===== config.mk =====
export PLATFORM = sky130hd
export DESIGN_NAME = base64_stream_decoder_top_flat
export DESIGN_NICKNAME = d
export VERILOG_FILES = /design/src/design/b64d_pkg.sv /design/src/design/b64d_if.sv /design/src/design/b64d_front.sv /design/src/design/b64d_fifo.sv /design/src/design/b64d_back.sv /design/src/design/base64_stream_decoder_top.sv /design/src/flat_wrapper.sv
export SDC_FILE = /design/constraint.sdc
export NUM_CORES = 1
export LEC_CHECK = 0
export BUFFER_PORTS_ARGS = -buffer_cell sky130_fd_sc_hd__buf_2
export CORE_MARGIN = 3
export CORE_UTILIZATION = 40
export CTS_BUF_LIST = sky130_fd_sc_hd__clkbuf_2
export DETAILED_ROUTE_END_ITERATION = 12
export GPL_ROUTABILITY_DRIVEN = 0
export HOLD_SLACK_MARGIN = 0.06
export MAX_ROUTING_LAYER = met4
export PLACE_DENSITY = 0.6
export SETUP_SLACK_MARGIN = 0.2
export SKIP_CTS_REPAIR_TIMING = 1
export SYNTH_ARGS = -nofsm -noshare
export SYNTH_HDL_FRONTEND = slang
export SYNTH_SLANG_ARGS = --single-unit

===== constraint.sdc =====
create_clock -name clk -period 5.6 [get_ports clk]
set_input_delay 0.28 -clock clk [delete_from_list [all_inputs] [get_ports clk]]
set_output_delay 0.28 -clock clk [all_outputs]
set_load 0.05 [all_outputs]

===== src/design/b64d_pkg.sv =====
// ----------------------------------------------------------------------------
// b64d_pkg
// Shared types, constants and the character classifier of the base64 decoder.
// ----------------------------------------------------------------------------
package b64d_pkg;

	localparam int FIFO_DEPTH = 4;

	// classifier result for '=' and every character outside the alphabet
	localparam logic [6:0] SEXTET_BAD = 7'd64;

	localparam logic [1:0] LAST_IDX_ONE   = 2'd0;
	localparam logic [1:0] LAST_IDX_TWO   = 2'd1;
	localparam logic [1:0] LAST_IDX_THREE = 2'd2;

	// one command from the front: up to three output words
	typedef struct packed {
		logic [2:0][7:0] bytes;     // bytes[0] goes out first
		logic [1:0]      last_idx;  // index of the final word of this command
		logic            valid;     // 0 for the empty end marker
		logic            done;      // command closes the message
	} cmd_t;

	function automatic logic [6:0] sextet_of(input logic [7:0] ch);
		logic [6:0] v;
		v = SEXTET_BAD;
		if (ch >= 8'h41 && ch <= 8'h5A)
			v = 7'(ch - 8'h41);
		else if (ch >= 8'h61 && ch <= 8'h7A)
			v = 7'(ch - 8'h61 + 8'd26);
		else if (ch >= 8'h30 && ch <= 8'h39)
			v = 7'(ch - 8'h30 + 8'd52);
		else if (ch == 8'h2B)
			v = 7'd62;
		else if (ch == 8'h2F)
			v = 7'd63;
		return v;
	endfunction

endpackage


===== src/design/b64d_if.sv =====
// ----------------------------------------------------------------------------
// b64d_char_if / b64d_res_if
// Valid/ready channels for input characters and decoded result words.
// ----------------------------------------------------------------------------
interface b64d_char_if;
	logic       valid;
	logic       ready;
	logic [7:0] char_in;
	logic       msg_end;

	modport source (output valid, output char_in, output msg_end, input ready);
	modport sink   (input valid, input char_in, input msg_end, output ready);
endinterface

interface b64d_res_if;
	logic       valid;
	logic       ready;
	logic [7:0] byte_out;
	logic       byte_valid;
	logic       msg_done;
	logic       run_last;

	modport source (output valid, output byte_out, output byte_valid,
		output msg_done, output run_last, input ready);
	modport sink   (input valid, input byte_out, input byte_valid,
		input msg_done, input run_last, output ready);
endinterface


===== src/design/b64d_front.sv =====
// ----------------------------------------------------------------------------
// b64d_front
// Accepts characters, collects sextets and issues byte commands to the queue.
// ----------------------------------------------------------------------------
module b64d_front (
	input  logic                clk,
	input  logic                arst_n,
	b64d_char_if.sink           chars,
	input  logic                full,
	output logic                push,
	output b64d_pkg::cmd_t      push_cmd
);

	logic [17:0] buf_q, buf_n;
	logic [1:0]  cnt_q, cnt_n;
	logic        halt_q, halt_n;
	logic [6:0]  sx;
	logic [23:0] grp;
	logic        emit_grp;
	logic        need_push;
	logic        accept;

	assign chars.ready = !full;
	assign accept      = chars.valid && chars.ready;
	assign push        = accept && need_push;

	always_comb begin
		sx       = b64d_pkg::sextet_of(chars.char_in);
		grp      = {buf_q, sx[5:0]};
		buf_n    = buf_q;
		cnt_n    = cnt_q;
		halt_n   = halt_q;
		emit_grp = 1'b0;

		if (!halt_q) begin
			if (sx[6]) begin
				halt_n = 1'b1;
			end else if (cnt_q == 2'd3) begin
				emit_grp = 1'b1;
				buf_n    = '0;
				cnt_n    = '0;
			end else begin
				buf_n = {buf_q[11:0], sx[5:0]};
				cnt_n = cnt_q + 2'd1;
			end
		end

		push_cmd.bytes[0] = grp[23:16];
		push_cmd.bytes[1] = grp[15:8];
		push_cmd.bytes[2] = grp[7:0];
		push_cmd.last_idx = b64d_pkg::LAST_IDX_THREE;
		push_cmd.valid    = 1'b1;
		push_cmd.done     = 1'b0;
		need_push         = emit_grp;

		if (chars.msg_end) begin
			push_cmd.done = 1'b1;
			need_push     = 1'b1;
			// flush a partial group; one leftover sextet is dropped
			if (!emit_grp) begin
				unique case (cnt_n)
					2'd2: begin
						push_cmd.bytes[0] = buf_n[11:4];
						push_cmd.last_idx = b64d_pkg::LAST_IDX_ONE;
					end
					2'd3: begin
						push_cmd.bytes[0] = buf_n[17:10];
						push_cmd.bytes[1] = buf_n[9:2];
						push_cmd.last_idx = b64d_pkg::LAST_IDX_TWO;
					end
					default: begin
						push_cmd.bytes[0] = '0;
						push_cmd.last_idx = b64d_pkg::LAST_IDX_ONE;
						push_cmd.valid    = 1'b0;
					end
				endcase
			end
			buf_n  = '0;
			cnt_n  = '0;
			halt_n = 1'b0;
		end
	end

	always_ff @(posedge clk or negedge arst_n) begin
		if (!arst_n) begin
			buf_q  <= '0;
			cnt_q  <= '0;
			halt_q <= 1'b0;
		end else if (accept) begin
			buf_q  <= buf_n;
			cnt_q  <= cnt_n;
			halt_q <= halt_n;
		end
	end

endmodule


===== src/design/b64d_fifo.sv =====
// ----------------------------------------------------------------------------
// b64d_fifo
// Short command queue between the front and the back.
// ----------------------------------------------------------------------------
module b64d_fifo #(
	parameter int DEPTH = b64d_pkg::FIFO_DEPTH
) (
	input  logic           clk,
	input  logic           arst_n,
	input  logic           push,
	input  b64d_pkg::cmd_t push_cmd,
	input  logic           pop,
	output b64d_pkg::cmd_t head,
	output logic           empty,
	output logic           full
);

	localparam int PW = (DEPTH > 1) ? $clog2(DEPTH) : 1;
	localparam int CW = $clog2(DEPTH + 1);
	localparam logic [PW-1:0] LAST_PTR = PW'(DEPTH - 1);
	localparam logic [CW-1:0] DEPTH_C  = CW'(DEPTH);

	b64d_pkg::cmd_t mem_q [DEPTH];
	logic [PW-1:0]  wr_ptr_q, rd_ptr_q;
	logic [CW-1:0]  cnt_q;
	logic           do_pop;

	assign empty  = (cnt_q == '0);
	assign full   = (cnt_q == DEPTH_C);
	assign head   = mem_q[rd_ptr_q];
	assign do_pop = pop && !empty;

	always_ff @(posedge clk) begin
		if (push && !full)
			mem_q[wr_ptr_q] <= push_cmd;
	end

	always_ff @(posedge clk or negedge arst_n) begin
		if (!arst_n) begin
			wr_ptr_q <= '0;
			rd_ptr_q <= '0;
			cnt_q    <= '0;
		end else begin
			if (push && !full)
				wr_ptr_q <= (wr_ptr_q == LAST_PTR) ? '0 : wr_ptr_q + PW'(1);
			if (do_pop)
				rd_ptr_q <= (rd_ptr_q == LAST_PTR) ? '0 : rd_ptr_q + PW'(1);
			if ((push && !full) && !do_pop)
				cnt_q <= cnt_q + CW'(1);
			else if (!(push && !full) && do_pop)
				cnt_q <= cnt_q - CW'(1);
		end
	end

endmodule


===== src/design/b64d_back.sv =====
// ----------------------------------------------------------------------------
// b64d_back
// Walks the head command one word per cycle into the output register while the output is not stalled.
// ----------------------------------------------------------------------------
module b64d_back (
	input  logic           clk,
	input  logic           arst_n,
	input  b64d_pkg::cmd_t head,
	input  logic           empty,
	output logic           pop,
	b64d_res_if.source     results
);

	logic [1:0] idx_q;
	logic       vld_q;
	logic [7:0] byte_q;
	logic       bvld_q, done_q, last_q;
	logic       slot_free;
	logic       take;
	logic       at_last;

	assign slot_free = !vld_q || results.ready;
	assign take      = slot_free && !empty;
	assign at_last   = (idx_q == head.last_idx);
	assign pop       = take && at_last;

	assign results.valid      = vld_q;
	assign results.byte_out   = byte_q;
	assign results.byte_valid = bvld_q;
	assign results.msg_done   = done_q;
	assign results.run_last   = last_q;

	always_ff @(posedge clk or negedge arst_n) begin
		if (!arst_n) begin
			vld_q <= 1'b0;
			idx_q <= '0;
		end else if (slot_free) begin
			vld_q <= !empty;
			if (!empty)
				idx_q <= at_last ? 2'd0 : idx_q + 2'd1;
		end
	end

	always_ff @(posedge clk) begin
		if (take) begin
			byte_q <= head.bytes[idx_q];
			bvld_q <= head.valid;
			done_q <= head.done && at_last;
			last_q <= at_last;
		end
	end

endmodule


===== src/design/base64_stream_decoder_top.sv =====
// ----------------------------------------------------------------------------
// base64_stream_decoder_top
// Streaming base64 decoder, one character in, decoded bytes out.
// ----------------------------------------------------------------------------
// One character is accepted per cycle whenever the command queue has room;
// the front classifies it and updates the sextet buffer in that same cycle.
// Results leave through a single output register at one word per cycle while
// the output is not stalled, so a steady stream of full groups runs at one
// character per cycle (three words per four chars). The queue of FIFO_DEPTH
// commands absorbs output stalls before the input ready drops. A completed
// group's first word passes through the command queue and then the output
// register.
module base64_stream_decoder_top #(
	parameter int FIFO_DEPTH = b64d_pkg::FIFO_DEPTH
) (
	input  logic        clk,
	input  logic        arst_n,
	b64d_char_if.sink   chars,
	b64d_res_if.source  results
);

	logic           push, pop, empty, full;
	b64d_pkg::cmd_t push_cmd, head;

	b64d_front u_front (
		.clk      (clk),
		.arst_n   (arst_n),
		.chars    (chars),
		.full     (full),
		.push     (push),
		.push_cmd (push_cmd)
	);

	b64d_fifo #(.DEPTH(FIFO_DEPTH)) u_fifo (
		.clk      (clk),
		.arst_n   (arst_n),
		.push     (push),
		.push_cmd (push_cmd),
		.pop      (pop),
		.head     (head),
		.empty    (empty),
		.full     (full)
	);

	b64d_back u_back (
		.clk     (clk),
		.arst_n  (arst_n),
		.head    (head),
		.empty   (empty),
		.pop     (pop),
		.results (results)
	);

endmodule


===== src/flat_wrapper.sv =====
// flat-port wrapper written by rule: the top's interface ports become plain ports
module base64_stream_decoder_top_flat 
#(
	parameter int FIFO_DEPTH = b64d_pkg::FIFO_DEPTH
)
  (clk, arst_n, chars_valid, chars_char_in, chars_msg_end, chars_ready, results_valid, results_byte_out, results_byte_valid, results_msg_done, results_run_last, results_ready);
  b64d_char_if chars_i ();
  b64d_res_if results_i ();
  input  logic clk;
  input  logic arst_n;
  input wire logic [$bits(chars_i.valid)-1:0] chars_valid;
  input wire logic [$bits(chars_i.char_in)-1:0] chars_char_in;
  input wire logic [$bits(chars_i.msg_end)-1:0] chars_msg_end;
  output wire logic [$bits(chars_i.ready)-1:0] chars_ready;
  output wire logic [$bits(results_i.valid)-1:0] results_valid;
  output wire logic [$bits(results_i.byte_out)-1:0] results_byte_out;
  output wire logic [$bits(results_i.byte_valid)-1:0] results_byte_valid;
  output wire logic [$bits(results_i.msg_done)-1:0] results_msg_done;
  output wire logic [$bits(results_i.run_last)-1:0] results_run_last;
  input wire logic [$bits(results_i.ready)-1:0] results_ready;
  assign chars_i.valid = chars_valid;
  assign chars_i.char_in = chars_char_in;
  assign chars_i.msg_end = chars_msg_end;
  assign chars_ready = chars_i.ready;
  assign results_valid = results_i.valid;
  assign results_byte_out = results_i.byte_out;
  assign results_byte_valid = results_i.byte_valid;
  assign results_msg_done = results_i.msg_done;
  assign results_run_last = results_i.run_last;
  assign results_i.ready = results_ready;
  base64_stream_decoder_top #(.FIFO_DEPTH(FIFO_DEPTH)) u_core (.clk(clk), .arst_n(arst_n), .chars(chars_i), .results(results_i));
endmodule

==> results of run 1 <==
## cell usage after synthesis (4+ instances only)
master,n
mux2i_1,11
a21oi_1,13
o22ai_1,15
a22oi_1,16
clkbuf_1,9
mux2_1,4
nor3_1,4
o21ai_0,22
nor2_1,13
nor3b_1,4
dfrtp_1,31
o21ai_1,16
inv_1,25
nor2b_1,4
mux4_2,28
buf_2,7
ha_1,15
nand2_1,45
a21o_1,4
xnor2_1,5
mux2_2,4
and2_1,9
edfxtp_1,123
a31oi_1,4
## placed cells by master, fill, tap and decap left out, types with 15 or more instances in the layout
master | Yosys | routed
mux4_2 | 28 | 28
dfrtp_1 | 31 | 30
buf_2 | 7 | 25
a22oi_1 | 16 | 16
nand2_1 | 45 | 45
o21ai_1 | 16 | 16
o22ai_1 | 15 | 15
inv_1 | 25 | 25
edfxtp_1 | 123 | 123
clkbuf_2 | 0 | 18
o21ai_0 | 22 | 22
ha_1 | 15 | 15
## flip-flops by register name (all words and copies together), names as in the netlist
name	count
u_core.u_back.results.byte_out	8
u_core.u_front.halt_q	1
u_core.u_fifo.wr_ptr_q	2
u_core.u_fifo.cnt_q	3
u_core.u_fifo.mem_q	112
u_core.u_fifo.rd_ptr_q	2
u_core.u_back.idx_q	2
u_core.u_front.cnt_q	2
u_core.u_back.results.byte_valid	1
u_core.u_back.results.valid	1
u_core.u_back.results.run_last	1
u_core.u_front.buf_q	18
u_core.u_back.results.msg_done	1
## layer usage
layer,GRT usage,share of wire,up-vias
met2,0.260,0.51,81
li1,-,-,1953
met4,0.0541,0.0085,0
met1,0.208,0.44,2111
met5,-,0,-
met3,0.0351,0.041,10
## per-stage QoR
| step | utilization | cell area, sq um | worst slack [ns] |
|---|---|---|---|
| 6_report | 0.451 | 7830 | 2.44 |
| 5_1_grt | 0.451 | 7830 | 2.24 |
| 4_1_cts | 0.449 | 7800 | 2.48 |
| 3_5_place_dp | 0.432 | 7500 | 1.70 |
| 3_3_place_gp | 0.432 | 7500 | 1.78 |
| 2_1_floorplan | - | 7120 | 2.50 |
## cells by family (layout without fill, tap and decap cells)
| kind of cell | after synthesis | after routing | share of synthesized area |
|---|---|---|---|
| AO/OA/AOI/OAI | 114 | 114 | 0.113 |
| other | 0 | 1 | 0 |
| adder cells (fa/ha/maj) | 16 | 16 | 0.0292 |
| buffers and inverters | 45 | 94 | 0.0260 |
| AND/OR/NAND/NOR | 99 | 99 | 0.0743 |
| XOR/XNOR | 7 | 7 | 0.00861 |
| multiplexers | 49 | 49 | 0.121 |
| flip-flops | 154 | 154 | 0.628 |
## critical path, stage by stage
cell      delay [ns]
buf_2           0.17
inv_1           0.12
ha_1            0.25
and4bb_2        0.30
a311oi_4        0.48
or2_1           0.24
o31a_1          0.28
a21oi_1         0.13
nor2_2          0.26
and2_1          0.66
buf_4           0.38
## power by group through the flow
| stage | Combinational, mW | Sequential, mW | Clock (mW) |
|---|---|---|---|
| floorplan | 0.804 | 1.79 | 0 |
| global placement | 1.16 | 1.74 | 0 |
| detailed placement | 1.18 | 1.74 | 0 |
| CTS | 1.18 | 1.71 | 0.734 |
| global route | 1.27 | 1.75 | 0.784 |
| finish | 1.16 | 1.71 | 0.713 |
## layout make-up
type / count / area, sq um
inverters: 25 / 93.8
repair buffers: 37 / 223
clock inverters: 14 / 203
flip-flops and latches: 154 / 4470
diodes: 1 / 2.50
clock buffers: 18 / 90.1
multi-input cells: 285 / 2460
well taps: 225 / 282
fillers: 1533 / 9530
## worst paths after layout
check	end	slack (ns)
setup / recovery	u_core.u_fifo.mem_q[0][9]	2.44
hold / removal	u_core.u_front.buf_q[5]	0.08
setup reg to reg	u_core.u_fifo.cnt_q[2]	2.55
hold reg to reg	u_core.u_fifo.cnt_q[2]	0.51
max in group asynchronous	u_core.u_fifo.rd_ptr_q[0]	4.91
min in group asynchronous	u_core.u_fifo.rd_ptr_q[1]	0.16
==> metrics.txt, run 1 <==
status=complete, no violations; Post-synth EDFFs=123; Antenna Nets Post-Route=0; die area=19400 sq um; share of flip-flops with an asynchronous set or reset=0.201; vias per std cell=5.47; Initial Utilization=0.410; dominant synthesized flop cell=edfxtp_1; maximum root-to-sink buffer count=2; num ports=26; Final Max Tran Viols=0; vias in the first global route=4295; # rows=48; Synth area leaders=edfxtp_1, dfrtp_1, mux4_2; GR Overflow Total=0; Comb power frac=0.323; vias post-DR=4155; DRC=0; Max-Cap Viols=0; initial antenna violation count=1; drt wl/cell=19.3 um; flip-flop and latch count after synthesis=154; Chip Height=139 um; LEAKAGE=2.79 nW; CP Capture Type=flop; first-pass iteration count of the detailed router=6; setup violators final=0; share of Yosys cell area claimed by the top area cell type=0.519; Cell Count, Final, Fillers Out=759; Seq pwr share=0.478; final setup TNS=0 ns; Worst-Margin Slew=0.922 ns; Yosys top cell by area=edfxtp_1; worst path arrival time=3.56 ns; # H-tree levels=4; post-synthesis sequential area ratio=0.628; Post-Syn Instances=484; Post-DP HPWL=10.1 mm; clock power share=0.199; skew final=0.0208 ns; hold depth=3; WP data required=6.00 ns; syn nets=513; Nets=549; total internal power=2.32 mW; DP Cell Count=723; startpoint class of the critical path=input pin; CTS Root Cell=clkbuf_2; CTS tree=done; Hold Path Class=input pin to flop; Switching Fraction=0.351; CP Launch Point=chars_char_in[1]; Switch Pwr=1.26 mW; global-route wire length before repair=23.7 mm; synth unique cells=66; Power Total=3.58 mW; Yosys Warn Count=0; RSZ-0062 raised after global routing=no; PD cells=457 nW/um^2; final wirelength=14.6 mm; IO Port Bufs=25; Slew headroom=0.384; CP Class=input pin to flop; Worst Path Max Fanout=15; Worst Reg-to-Reg Cells=10; Max VDD drop=0.315 mV; Worst-path clk slew=0.21 ns; Final Hold Fails=0; clock sinks=154; overall routing resource usage=0.162; Die Wd=139 um; Syn Area/Cell=14.7 sq um; final hold slack=0.0750 ns; min cycle time layout=3.16 ns; fmax=317 MHz; synthesized area=7120 sq um; total CTS buffers=17; worst reg2reg path startpoint=u_core.u_fifo.rd_ptr_q[0]; clk_lat worst skew=0.69 ns; largest net degree at the start of global routing=35; crit share post-route=0.564; drt first-iter violations=328; Area Growth Syn to Fin=9.96%; Core ar.=17400 sq um; Hold Path Origin=chars_valid; share of cells above drive strength 1=0.210
(Power assumes the default switching activity.)
==> inputs of run 2 (changes only) <==
--- a/config.mk
+++ b/config.mk
@@ -13,7 +13,7 @@
 export GPL_ROUTABILITY_DRIVEN = 0
 export HOLD_SLACK_MARGIN = 0.06
 export MAX_ROUTING_LAYER = met4
-export PLACE_DENSITY = 0.6
+export PLACE_DENSITY = 0.62
 export SETUP_SLACK_MARGIN = 0.2
 export SKIP_CTS_REPAIR_TIMING = 1
 export SYNTH_ARGS = -nofsm -noshare
==> constraint.sdc (replaced) <==
create_clock -name clk -period 2.8 [get_ports clk]
set_input_delay 0.14 -clock clk [delete_from_list [all_inputs] [get_ports clk]]
set_output_delay 0.14 -clock clk [all_outputs]
set_load 0.05 [all_outputs]
==> run 2 against run 1 <==
  * Highest routed layer unchanged
  * Critical path depth fell by 1
  * Total power rose by 100%
  * Utilization is 2.4 points higher
  * Sequential share of layout area decreased by 2.9 points
  * Setup slack worse by 2.1 ns
  * Register-to-register slack got worse by 2.2 ns
  * Clock power grew 64%
  * Clock skew increased by 0.017 ns
  * Wire length grew 3.2%
  * Largest power group unchanged
  * Count of clock-buffer cells in the layout is 1 higher
==> metrics.txt, run 2 (same netlist as run 1, synthesis figures left out) <==
Most flops, register=u_core.u_fifo.mem_q; clock sinks=154 (unchanged); vias post-DR=4392 (+5.7%); vias in the first global route=4396 (+2.4%); final setup TNS=0 ns (unchanged); Power Total=7.14 mW (+100%); Chip Height=139 um (unchanged); Die Wd=139 um (unchanged); pre-CTS setup slack=-0.0557 ns (-1.75 ns); PD cells=867 nW/um^2 (+90%); max FFs per register=112 (unchanged); skew final=0.0376 ns (+0.0167 ns); Final Max Tran Viols=0 (unchanged); worst path arrival time=3.17 ns (-0.39 ns); most frequent cells in the layout=edfxtp_1, nand2_1, buf_4; drt first-iter violations=327 (-0.30%); WP data required=3.48 ns (-2.52 ns); met2 GRT Util=0.271 (+0.0117); maximum root-to-sink buffer count=2 (unchanged); Core ar.=17400 sq um (unchanged); setup violators final=0 (unchanged); Hold Path Class=input pin to flop; Max-Cap Viols=0 (unchanged); global-route wire length before repair=24.0 mm (+1.4%); drt wl/cell=18.8 um (-2.3%); CP Launch Point=u_core.u_fifo.rd_ptr_q[0]; final core utilization=0.475 (+0.0238); GR Overflow Total=0 (unchanged); clk_lat worst skew=0.74 ns (+0.05 ns); num ports=26 (unchanged); crit share post-route=0.889; Max VDD drop=0.455 mV (+45%); startpoint class of the critical path=flop; Antenna Nets Post-Route=0 (unchanged); Area Growth Syn to Fin=15.8%; IO Port Bufs=25 (unchanged); LEAKAGE=3.02 nW (+8.3%); RSZ-0062 raised after global routing=no; worst reg2reg path startpoint=u_core.u_fifo.rd_ptr_q[0]; fmax=402 MHz; Worst-path clk slew=0.23 ns (+0.02 ns); DRC=0 (unchanged); Slew headroom=0.573 (+0.189); Worst Path Max Fanout=4 (-11); largest net degree at the start of global routing=32 (-8.6%); Hold Path Origin=chars_char_in[0]; initial antenna violation count=1 (unchanged); status=complete, no violations; Initial Utilization=0.410 (unchanged); CTS Root Cell=clkbuf_2; share of cells above drive strength 1=0.292 (+0.0815); min cycle time layout=2.49 ns; Worst-Margin Slew=0.640 ns (-0.282 ns); met1 Use GR=0.208 (about the same); most common cell after layout, fill and taps aside=edfxtp_1; # rows=48 (unchanged); CP Capture Type=flop; total CTS buffers=17 (unchanged); final wirelength=15.1 mm (+3.2%); final worst setup slack=0.312 ns (-2.13 ns); vias per std cell=5.48 (about the same); # H-tree levels=4 (unchanged); Nets=592 (+7.8%); CTS tree=done; overall routing resource usage=0.167 (+0.00442); CP Class=flop to flop; Post-DP HPWL=10.3 mm (+1.2%); die area=19400 sq um (unchanged); GRT Max-Usage Layer=met2; first-pass iteration count of the detailed router=5 (-1); Final Hold Fails=0 (unchanged); met3 usage=0.0409 (+0.00584)
==> run 2: cell count changes in the layout (fill, tap and decap cells not counted), moves of 4 or more <==
cell,before,now
dlygate4sd3_1,3,9
clkinvlp_4,4,0
and2_1,9,4
buf_12,0,5
inv_1,25,20
buf_4,9,41
ha_1,15,11
and2_2,0,4
inv_4,0,5
==> run 2: where the power goes <==
group	total, mW	internal [mW]	switching [mW]
clock	1.17	0.412	0.754
sequential	3.29	3.03	0.258
combinational	2.69	1.11	1.58
total	7.14	4.55	2.59
==> run 2: final timing paths <==
check | slack, ns | cells after the start | endpoint
min reg2reg | 0.51 | 2 | u_core.u_front.halt_q
max reg2reg | 0.31 | 10 | u_core.u_fifo.cnt_q[2]
max | 0.31 | 10 | u_core.u_fifo.cnt_q[2]
max in group asynchronous | 2.16 | 4 | u_core.u_fifo.rd_ptr_q[0]
min | 0.08 | 5 | u_core.u_fifo.mem_q[0][20]
min in group asynchronous | 0.42 | 4 | u_core.u_front.buf_q[16]
==> run 2: layer usage <==
layer / share of wire / wire length [um]
met5: 0 / 0
met4: 0.019 / 284
met2: 0.50 / 7610
met3: 0.042 / 633
met1: 0.44 / 6570
==> run 2: layout make-up <==
class,count,area [sq um]
Fill cell,1524,9110
Sequential cell,154,4470
Multi-Input combinational cell,285,2530
Timing Repair Buffer,80,623
Tap cell,225,282
Clock inverter,13,126
Inverter,25,116
Clock buffer,19,95.1
Antenna cell,1,2.50
==> run 2: critical path: stages, from the launching register on <==
cell	delay, ns
dfrtp_2	0.45
mux4_2	0.52
xnor2_1	0.15
and2_4	0.19
nand2_4	0.11
ha_2	0.21
inv_2	0.04
fa_2	0.33
xor2_1	0.14
nor2_1	0.13
xor2_1	0.18
==> run 2: stage by stage <==
step           cells  instance area, sq um  hold slack (ns)
2_1_floorplan    484                  7190           -0.156
3_3_place_gp     759                  7900            0.266
3_5_place_dp     759                  7900            0.272
4_1_cts          791                  8120           -0.602
5_1_grt          802                  8240           0.0713
6_report         802                  8240           0.0779
==> inputs of run 3 (changes only) <==
--- a/config.mk
+++ b/config.mk
@@ -7,13 +7,14 @@
 export LEC_CHECK = 0
 export BUFFER_PORTS_ARGS = -buffer_cell sky130_fd_sc_hd__buf_2
 export CORE_MARGIN = 3
-export CORE_UTILIZATION = 40
+export CORE_UTILIZATION = 55
 export CTS_BUF_LIST = sky130_fd_sc_hd__clkbuf_2
 export DETAILED_ROUTE_END_ITERATION = 12
 export GPL_ROUTABILITY_DRIVEN = 0
 export HOLD_SLACK_MARGIN = 0.06
 export MAX_ROUTING_LAYER = met4
-export PLACE_DENSITY = 0.62
+export PLACE_DENSITY = 0.75
+export REMOVE_ABC_BUFFERS = 1
 export SETUP_SLACK_MARGIN = 0.2
 export SKIP_CTS_REPAIR_TIMING = 1
 export SYNTH_ARGS = -nofsm -noshare
==> run 3 against run 2 <==
  * Total power up 0.30%
  * Wire length down 4.4%
  * Critical path depth fell by 2
  * Sequential cell count unchanged
  * Maximum frequency down 0.27%
  * Hold slack improved by 0.061 ns
  * Cell area is 0.96% lower
  * First-iteration DRC count up 17%
==> metrics.txt, run 3 (same netlist as run 1, synthesis figures left out) <==
status=complete, no violations; Switch Pwr=2.59 mW (-0.19%); setup violators final=0 (unchanged); Antenna Nets Post-Route=0 (unchanged); overall routing resource usage=0.221 (+0.0539); Core ar.=12300 sq um (-29%); Worst-path clk slew=0.22 ns (about the same); Worst Path Max Fanout=4 (unchanged); clk_lat worst skew=0.72 ns (-0.02 ns); CP Class=flop to flop; total internal power=4.58 mW (+0.58%); Max-Cap Viols=0 (unchanged); CP Buf/Inv Count=1 (unchanged); RSZ-0062 raised after global routing=no; Seq pwr share=0.461 (about the same); min cycle time layout=2.49 ns (+0.00676 ns); Post-DP HPWL=9.81 mm (-4.3%); vias per std cell=6.00 (+9.5%); num ports=26 (unchanged); # H-tree levels=4 (unchanged); maximum root-to-sink buffer count=2 (unchanged); Switching Fraction=0.361 (-0.00177); startpoint class of the critical path=flop; GR Overflow Total=0 (unchanged); vias post-DR=4493 (+2.3%); Most flops, register=u_core.u_fifo.mem_q; initial antenna violation count=1 (unchanged); final wirelength=14.4 mm (-4.4%); # rows=40 (-17%); Cell Count, Final, Fillers Out=749 (-6.6%); Slew headroom=0.636 (+0.0629); top cell family by delay on the critical path=multiplexers; crit share post-route=0.891 (+0.00242); max FFs per register=112 (unchanged); most frequent cells in the layout=edfxtp_1, buf_4, nand2_1; Area Growth Syn to Fin=14.7%; Die Wd=120 um (-14%); drt first-iter violations=384 (+17%); Slowest-stage cell, CP=mux4_2; clock power share=0.163 (about the same); PD cells=878 nW/um^2 (+1.3%); design area=8160 sq um (-0.96%); Worst-Margin Slew=0.540 ns (-0.100 ns); Final Max Tran Viols=0 (unchanged); most common cell after layout, fill and taps aside=edfxtp_1; skew final=0.0300 ns (-0.00755 ns); worst path cell trace=mux4_2, xnor2_2, and2_4, nand2_4, ha_4, inv_1, fa_2, mux2_2; Final Hold Fails=0 (unchanged); CP Capture Type=flop; CTS Root Cell=clkbuf_2; DP Cell Count=706 (-7.0%); global-route wire length before repair=23.5 mm (-2.2%); FILL cells=913 (-40%); WP data required=3.42 ns (-0.06 ns); final setup TNS=0 ns (unchanged); worst path arrival time=3.12 ns (-0.05 ns); Max VDD drop=0.590 mV (+30%); Chip Height=120 um (-14%); vias in the first global route=4420 (+0.55%); DRC=0 (unchanged); Comb power frac=0.375 (about the same); share of cells above drive strength 1=0.278 (-0.0141); Area after DPL=7790 sq um (-1.4%); fmax=401 MHz (-0.27%); Initial Utilization=0.578 (+0.168); CTS tree=done; Worst path max stage delay=0.56 ns (+0.04 ns); die area=14300 sq um (-26%); Hold Path Class=input pin to flop; first-pass iteration count of the detailed router=6 (+1); clock sinks=154 (unchanged); total CTS buffers=17 (unchanged); LEAKAGE=3.02 nW (+0.13%); Nets=596 (+0.68%); drt wl/cell=19.3 um (+2.4%); final core utilization=0.663 (+0.188); IO Port Bufs=25 (unchanged); largest net degree at the start of global routing=32 (unchanged)
## run 3: through the flow
step           power (mW)  hold WS (ns)  setup slack, ns
6_report             7.17         0.139            0.305
3_5_place_dp         5.95         0.251          -0.0273
2_1_floorplan        5.13        -0.156           -0.734
4_1_cts              7.10        -0.595           0.0153
5_1_grt              7.57        0.0854            0.187
3_3_place_gp         5.83         0.239           0.0686
## run 3: path summary, 6_finish.rpt
path                                            from                        end  slack, ns  cells after the start
hold reg to reg             u_core.u_front.buf_q[17]   u_core.u_front.buf_q[17]       0.53                      2
min in group asynchronous                     arst_n    u_core.u_front.buf_q[2]       0.44                      4
setup reg to reg           u_core.u_fifo.rd_ptr_q[0]     u_core.u_fifo.cnt_q[1]       0.31                      8
hold / removal                      chars_char_in[2]    u_core.u_front.buf_q[2]       0.14                      6
setup / recovery           u_core.u_fifo.rd_ptr_q[0]     u_core.u_fifo.cnt_q[1]       0.31                      8
max in group asynchronous                     arst_n  u_core.u_fifo.rd_ptr_q[0]       2.16                      4
## run 3: worst min-delay path: stages
cell and delay, ns:
buf_2 0.12, inv_1 0.09, buf_4 0.12, a31oi_1 0.18, nand2_1 0.11, o21ai_0 0.09
## run 3: cell type report
cell class,instances,area [sq um],share of cell area
Clock buffer,18,90.1,0.0110
Multi-Input combinational cell,285,2500,0.306
Timing Repair Buffer,84,648,0.0794
Antenna cell,1,2.50,0.000307
Inverter,25,93.8,0.0115
Clock inverter,14,146,0.0179
Sequential cell,154,4470,0.548
Tap cell,168,210,0.0258
## run 3: routing by layer
metal,vias up,share of wire,global-route usage
met5,-,0,-
met4,0,0.023,0.0852
met3,29,0.054,0.0434
met2,175,0.51,0.353
met1,2230,0.41,0.283
li1,2059,-,-
## run 3: power by group through the flow
stage               Sequential (mW)  Combinational (mW)  Clock [mW]
floorplan                      3.75                1.38           0
global placement               3.32                2.51           0
detailed placement             3.35                2.60           0
CTS                            3.30                2.60        1.21
global route                   3.35                2.93        1.29
finish                         3.31                2.69        1.17
